File: src/hdl/g128_pkg.sv
`default_nettype none
package g128_pkg;

  localparam int unsigned BlockW    = 128;
  localparam int unsigned HalfW     = 64;
  localparam int unsigned RoundCntW = 6;
  localparam int unsigned CfgIdxW   = 2;

  localparam logic [CfgIdxW-1:0] CfgKeyHigh = 2'd0;
  localparam logic [CfgIdxW-1:0] CfgKeyLow  = 2'd1;
  localparam logic [CfgIdxW-1:0] CfgRounds  = 2'd2;

  localparam logic [RoundCntW-1:0] RoundsReset = 6'd40;

  localparam logic [3:0] Sbox [16] = '{
    4'h1, 4'ha, 4'h4, 4'hc, 4'h6, 4'hf, 4'h3, 4'h9,
    4'h2, 4'hd, 4'hb, 4'h7, 4'h5, 4'h0, 4'h8, 4'he
  };

  localparam logic [6:0] Perm16 [16] = '{
    7'd0,  7'd33, 7'd66, 7'd99, 7'd96, 7'd1,  7'd34, 7'd67,
    7'd64, 7'd97, 7'd2,  7'd35, 7'd32, 7'd65, 7'd98, 7'd3
  };

  typedef struct packed {
    logic                 vld;
    logic [RoundCntW-1:0] left;
    logic [RoundCntW-1:0] rc;
  } g128_ctl_t;

  function automatic logic [BlockW-1:0] sub_cells(input logic [BlockW-1:0] s);
    logic [BlockW-1:0] r;
    for (int n = 0; n < BlockW / 4; n++) begin
      r[4*n +: 4] = Sbox[s[4*n +: 4]];
    end
    return r;
  endfunction

  function automatic logic [BlockW-1:0] perm_bits(input logic [BlockW-1:0] s);
    logic [BlockW-1:0] r;
    r = '0;
    for (int i = 0; i < BlockW; i++) begin
      r[Perm16[i % 16] + 7'(4 * (i / 16))] = s[i];
    end
    return r;
  endfunction

  function automatic logic [RoundCntW-1:0] rc_step(input logic [RoundCntW-1:0] rc);
    return {rc[4:0], rc[5] ^ rc[4] ^ 1'b1};
  endfunction

  // U = key[95:64] at bits 4i+2, V = key[31:0] at bits 4i+1, rc bit j at 4j+3
  function automatic logic [BlockW-1:0] add_round_key(input logic [BlockW-1:0] s,
                                                      input logic [BlockW-1:0] k,
                                                      input logic [RoundCntW-1:0] rc);
    logic [BlockW-1:0] r;
    r = s;
    for (int i = 0; i < 32; i++) begin
      r[4*i+2] = r[4*i+2] ^ k[64+i];
      r[4*i+1] = r[4*i+1] ^ k[i];
    end
    for (int j = 0; j < RoundCntW; j++) begin
      r[4*j+3] = r[4*j+3] ^ rc[j];
    end
    r[BlockW-1] = ~r[BlockW-1];
    return r;
  endfunction

  function automatic logic [BlockW-1:0] key_update(input logic [BlockW-1:0] k);
    return {k[17:16], k[31:18], k[11:0], k[15:12], k[127:32]};
  endfunction

endpackage
`default_nettype wire

File: src/hdl/g128_round_cell.sv
`default_nettype none
module g128_round_cell (
  input  wire logic                         clk_i,
  input  wire logic                         rst_ni,
  input  wire g128_pkg::g128_ctl_t          ctl_i,
  input  wire logic [g128_pkg::BlockW-1:0]  state_i,
  input  wire logic [g128_pkg::BlockW-1:0]  key_i,
  output g128_pkg::g128_ctl_t               ctl_o,
  output logic      [g128_pkg::BlockW-1:0]  state_o,
  output logic      [g128_pkg::BlockW-1:0]  key_o
);
  import g128_pkg::*;

  g128_ctl_t         ctl_d, ctl_q;
  logic [BlockW-1:0] state_d, state_q;
  logic [BlockW-1:0] key_d, key_q;
  logic [RoundCntW-1:0] rc_n;
  logic              active;

  assign active = (ctl_i.left != '0);
  assign rc_n   = rc_step(ctl_i.rc);

  always_comb begin
    ctl_d.vld = ctl_i.vld;
    if (active) begin
      ctl_d.left = ctl_i.left - 1'b1;
      ctl_d.rc   = rc_n;
      state_d    = add_round_key(perm_bits(sub_cells(state_i)), key_i, rc_n);
      key_d      = key_update(key_i);
    end else begin
      ctl_d.left = ctl_i.left;
      ctl_d.rc   = ctl_i.rc;
      state_d    = state_i;
      key_d      = key_i;
    end
  end

  always_ff @(posedge clk_i or negedge rst_ni) begin
    if (!rst_ni) begin
      ctl_q <= '0;
    end else begin
      ctl_q <= ctl_d;
    end
  end

  always_ff @(posedge clk_i) begin
    state_q <= state_d;
    key_q   <= key_d;
  end

  assign ctl_o   = ctl_q;
  assign state_o = state_q;
  assign key_o   = key_q;

endmodule
`default_nettype wire

File: config.mk
export PLATFORM = sky130hd
export DESIGN_NAME = g128_round_cell
export DESIGN_NICKNAME = d
export VERILOG_FILES = /design/src/hdl/g128_pkg.sv /design/src/hdl/g128_round_cell.sv
export SDC_FILE = /design/constraint.sdc
export NUM_CORES = 1
export LEC_CHECK = 0
export ABC_AREA = 0
export BUFFER_PORTS_ARGS = -buffer_cell sky130_fd_sc_hd__buf_2
export CAP_MARGIN = 15
export CORE_AREA = 2 2 209 211
export DETAILED_ROUTE_END_ITERATION = 6
export DIE_AREA = 0 0 211 213
export PLACE_DENSITY_LB_ADDON = 0.2
export SLEW_MARGIN = 20
export SYNTH_ARGS = -nofsm -noshare
export SYNTH_HDL_FRONTEND = slang
export SYNTH_SLANG_ARGS = --single-unit
export TNS_END_PERCENT = 1
File: constraint.sdc
create_clock -name clk_i -period 0.8 [get_ports clk_i]
set_input_delay 0.16 -clock clk_i [delete_from_list [all_inputs] [get_ports clk_i]]
set_output_delay 0.16 -clock clk_i [all_outputs]
set_load 0.01 [all_outputs]
==> flow_summary.toml, run 1 <==
[logic_synthesis]
yosysSeqAreaShare_pct = 41.5
synth_seq_cells = 269
synth_flop_cell = "dfxtp_1"
synthArstFlopShare_pct = 4.83
yosys_warnings = 0
yosys.area.top_type = "dfxtp_1"
synthesis.nets = 1941
yosysTopAreaCellShare_pct = 39.0
yosys-top-cells-count = "nand2_1, dfxtp_1, mux2i_1"
yosys.cell_types.count = 28
synthCells = 1605
synthTopCellsByArea = "dfxtp_1, nand2_1, mux2i_1"
synthesis.area_um2 = 13100
yosysMostFrequentCell = "nand2_1"
synth-edff-count = 0
syn_avg_cell_area_um2 = 8.18

[timing]
tightest_slew_ns = 0.423
slew_headroom_pct = 71.7
hold_viol_final = 0
worst_slack_ns = -0.447
setup_viol = 534
period_share_pct = 156
max_freq_ghz = 0.802
rsz0062_at_grt = "true"
slew_violations = 0
fin_crit_ns = 1.25

[grt]
grt_pass1_wl_um = 85700
grt_max_degree = 50
globalRouteOverflowTotal = 0
antenna_found_initial = 9
grt_pass1_vias = 14900
grt_usage_pct = 25.5

[clocking]
htree_num_levels = 2
cts_sinks = 269
clkTransAtPathRegs_ns = 0.06
ctsLongestPathBuffers = 3
cts-root-buf = "clkbuf_16"
cts_tree = "yes"
cts_made_buffers = 35

[setup_path]
crit_chain = "buf_2"
crit_fanout = 1
required_ns = 0.64
critPathArrivalTime_ns = 1.09
startpoint_type = "flip-flop"
critical_path.max_stage_delay_ns = 0.40
critPathTopFamily = "flip-flops"
cp-startpoint = "ctl_o[9]"
crit_buf_inv = 1
end_kind = "primary output"
crit_type = "reg2out"
slowest_stage = "dfrtp_1"

[pwr]
finalPower_mw = 43.3
power.leakage_nw = 11.9
cellPowerDensity_nw_per_um2 = 1810
ir_drop_mv = 1.26

[worst_hold_path]
hold_path_end = "state_o[20]"
holdCritPathClass = "in2reg"
min-delay-start = "state_i[20]"
holdPathStages = 4

[routing]
vias = 14400
vias_per_cell = 4.52
post_drt_wl_per_cell_um = 18.7
dr.pass1.iters = 5
drc = 0
drt_iter0_drc = 694
drt-total-wl_um = 59600
drtAntennaViolNets = 0

[layout]
syn2layout_area_growth_pct = 82.4
multi_input_area_um2 = 7380
nFillCells = 3834
regArea_um2 = 5640
drive_gt1_share_pct = 45.9
final_util_pct = 56.1
nets = 2938

[floorplanning]
core_um2 = 42700
rows = 76
start_util_pct = 30.8
die_area_um2 = 44900
die_x_um = 211
io_pins = 540
die_h_um = 213

[run_status]
failed_checks = "setup timing"
status = "finished, violations left"

[place]
port_buffers = 539
place_hpwl_um = 46000
place_ws_ns = -1.03
gp_congestion = 0.888

[job]
drv_cap = 0
how the worst max path moves through the flow:
stage / slack, ns / depth (start not counted) / endpoint
after floorplan: -0.43 / 9 / state_o[94]
after global placement: -0.96 / 8 / state_o[14]
after detailed placement: -1.03 / 8 / state_o[14]
after CTS: -0.48 / 1 / ctl_o[9]
after global routing: -0.47 / 1 / ctl_o[9]
final: -0.45 / 1 / ctl_o[9]
layer usage:
layer | vias up | GRT usage, % | part of all wire [%]
met5 | - | 0 | 0.081
met4 | 8 | 12.5 | 4.7
met3 | 125 | 5.91 | 6.0
met2 | 474 | 44.0 | 49
met1 | 6650 | 29.7 | 40
li1 | 7132 | - | -
state kept, by name, summed over array words and instances (netlist names):
name     count
state_o    128
key_o      128
ctl_o       13
power breakdown:
group | leakage (nW) | total (mW) | switching (mW) | internal, mW
clock | 0.590 | 16.3 | 6.45 | 9.87
combinational | 8.97 | 11.2 | 5.08 | 6.15
sequential | 2.31 | 15.7 | 0.689 | 15.0
total | 11.9 | 43.3 | 12.2 | 31.1
repair_timing:
| action | 4_1_cts | 5_1_grt |
|---|---|---|
| hold endpoints to repair | 235 | 0 |
| setup endpoints to repair | 534 | 534 |
| buffers inserted | 8 | 0 |
| hold buffers | 205 | 0 |
| resized for setup | 357 | 189 |
| gates cloned | 3 | 0 |
| pin swaps | 35 | 17 |
cells in the final DEF (no fill, tap or decap), drive strengths merged:
cell	instances
buf	878
nand2	538
dfxtp	256
dlygate4sd3	205
mux2i	110
xnor2	104
inv	70
nor2	67
ha	65
a21oi	65
o21ai	64
o211ai	55
clkbuf	49
xor2	34
mux2	31
dfrtp	13
clkinv	9
diode	6
bufinv	3
nand3	2
nor3	2
a31oi	2
nor3b	1
and2	1
nand3b	1
nand2b	1
nand4	1
a211o	1
a21o	1
layout make-up:
class	instances	area share, %
Timing Repair Buffer	1083	36.6
Multi-Input combinational cell	1146	30.8
Sequential cell	269	23.6
Clock buffer	49	4.22
Tap cell	546	2.85
Inverter	67	1.15
Clock inverter	15	0.752
Antenna cell	6	0.0627
through the flow:
| stage | setup TNS, ns | hold WS, ns | instance area (um^2) | instances |
|---|---|---|---|---|
| floorplan | -108.07 | -0.136 | 13400 | 1605 |
| global placement | -203.46 | 0.0910 | 18700 | 2896 |
| detailed placement | -206.18 | 0.0907 | 18700 | 2896 |
| CTS | -134.55 | 0.000168 | 23300 | 3175 |
| global route | -151.42 | 0.0127 | 23900 | 3179 |
| finish | -134.73 | 0.00259 | 23900 | 3181 |
cell families after synthesis:
kind of cell | count (synthesis) | share of synthesized area, %
compound gates | 188 | 8.28
buf+inv | 190 | 6.02
fa+ha+maj | 65 | 6.19
mux | 141 | 11.0
simple gates | 614 | 17.7
xor+xnor | 138 | 9.21
flops | 269 | 41.5
Power figures use the tool's default switching activity.
==> inputs of run 2 (changes only) <==
Settings changed: REMOVE_ABC_BUFFERS from default to 1.
==> flow_summary.toml, run 2 (same netlist as run 1, synthesis figures left out) <==
[run_status]
status = "finished, violations left"
failed_checks = "hold timing, setup timing"

[setup_path]
slowest_stage = "dfrtp_1"
crit_fanout = 1
crit_chain = "buf_2"
end_kind = "primary output"
critPathTopFamily = "flip-flops"
startpoint_type = "flip-flop"
critPathArrivalTime_ns = 1.08
crit_buf_inv = 1
critical_path.max_stage_delay_ns = 0.38
required_ns = 0.64
crit_type = "reg2out"
cp-startpoint = "ctl_o[2]"

[worst_hold_path]
min-delay-start = "ctl_i[4]"
holdCritPathClass = "in2reg"
holdPathStages = 4
hold_path_end = "ctl_o[0]"

[timing]
worst_slack_ns = -0.441
slew_violations = 0
slew_headroom_pct = 72.7
whs_ns = -0.0194
fin_crit_ns = 1.24
tightest_slew_ns = 0.407
setup_viol = 532
hold_viol_final = 2
period_share_pct = 155
rsz0062_at_grt = "true"
max_freq_ghz = 0.806

[pwr]
cellPowerDensity_nw_per_um2 = 1760
power.leakage_nw = 11.7
ir_drop_mv = 1.55

[layout]
final_util_pct = 55.4
finalInstanceArea_um2 = 23700
nFillCells = 3793
regArea_um2 = 5630
syn2layout_area_growth_pct = 80.2
multi_input_area_um2 = 7240
final_common_cell = "nand2_1"
drive_gt1_share_pct = 42.8
nets = 2949
mostFrequentLayoutCells = "nand2_1, buf_2, buf_4"
final_cells = 3193

[clocking]
htree_num_levels = 1
clkTransAtPathRegs_ns = 0.06
cts_sinks = 269
cts_made_buffers = 31
ctsLongestPathBuffers = 3
cts-root-buf = "clkbuf_16"
hold_buffers = 255
postCtsSetupRepairBufs = 0
cts_tree = "yes"

[grt]
antenna_found_initial = 17
globalRouteOverflowTotal = 0
grt_max_degree = 36
grt_pass1_vias = 14400
grt_usage_pct = 23.5
grt_pass1_wl_um = 80600

[job]
drv_cap = 0

[routing]
drc = 0
dr.pass1.iters = 5
post_drt_wl_per_cell_um = 17.4
vias = 14200
drt-total-wl_um = 55700
drt_iter0_drc = 559
vias_per_cell = 4.46
drtAntennaViolNets = 0

[floorplanning]
die_area_um2 = 44900
rows = 76
core_um2 = 42700
start_util_pct = 30.8
die_h_um = 213
io_pins = 540
die_x_um = 211

[place]
port_buffers = 539
gp_congestion = 0.898
dp_cells = 2871
place_hpwl_um = 43200
place_ws_ns = -0.900
placed_area_um2 = 18400
[run 2: cell count changes in the layout (fill, tap and decap cells not counted), moves of 9 or more]
cell,before,now
o21ai_1,31,20
nand2_1,523,532
buf_6,189,171
buf_4,292,274
dlygate4sd3_1,205,255
o21ai_0,28,42
buf_2,371,383
nor2_1,42,53
nand2_2,14,4
[run 2: final cells by class]
class                   instances  share of cell area (%)
clock buffers                  49                    3.95
diodes                         10                   0.106
inverters                      67                    1.08
multi-input cells            1146                    30.6
repair buffers               1098                    37.0
flip-flops and latches        269                    23.8
clock inverters                 8                   0.608
well taps                     546                    2.89
[run 2: where the power goes]
group	switching (mW)	internal [mW]	total (mW)
Combinational	4.88	6.08	11.0
Clock	5.83	9.24	15.1
Sequential	0.613	15.0	15.6
[run 2: worst max-delay path by stage]
stage	depth (start not counted)	slack [ns]	end
3_5_place_dp	8	-0.90	state_o[120]
6_report	1	-0.44	ctl_o[2]
5_1_grt	1	-0.48	ctl_o[2]
4_1_cts	1	-0.48	ctl_o[0]
2_1_floorplan	6	-5.58	state_o[43]
3_3_place_gp	8	-0.89	state_o[120]
[run 2: timing repair]
item | 4_1_cts | 5_1_grt
pin swaps | 36 | 3
endpoints found under the setup margin | 534 | 533
hold endpoints to repair | 265 | 2
gates resized for setup | 302 | 155
[run 2: per-layer routing]
| layer | share of wire, % | up-vias | track usage [%] |
|---|---|---|---|
| met5 | 0.10 | - | 0 |
| met4 | 3.2 | 10 | 8.18 |
| met3 | 7.1 | 93 | 5.88 |
| met2 | 49 | 478 | 41.7 |
| met1 | 40 | 6492 | 27.4 |
| li1 | - | 7161 | - |
[run 2: per-stage QoR]
step            TNS, ns  hold slack (ns)  total power [mW]
6_report        -124.76          -0.0194              41.7
3_3_place_gp    -212.36           0.0711              24.1
2_1_floorplan  -1369.53           -0.136              19.2
5_1_grt         -149.35          -0.0152              43.6
3_5_place_dp    -217.99           0.0756              24.2
4_1_cts         -125.81          -0.0516              41.5
[run 2: tightest hold or removal path: stages]
cell and delay (ns):
buf_2 0.12, xnor2_1 0.11, nand2_1 0.08, nand2_1 0.05
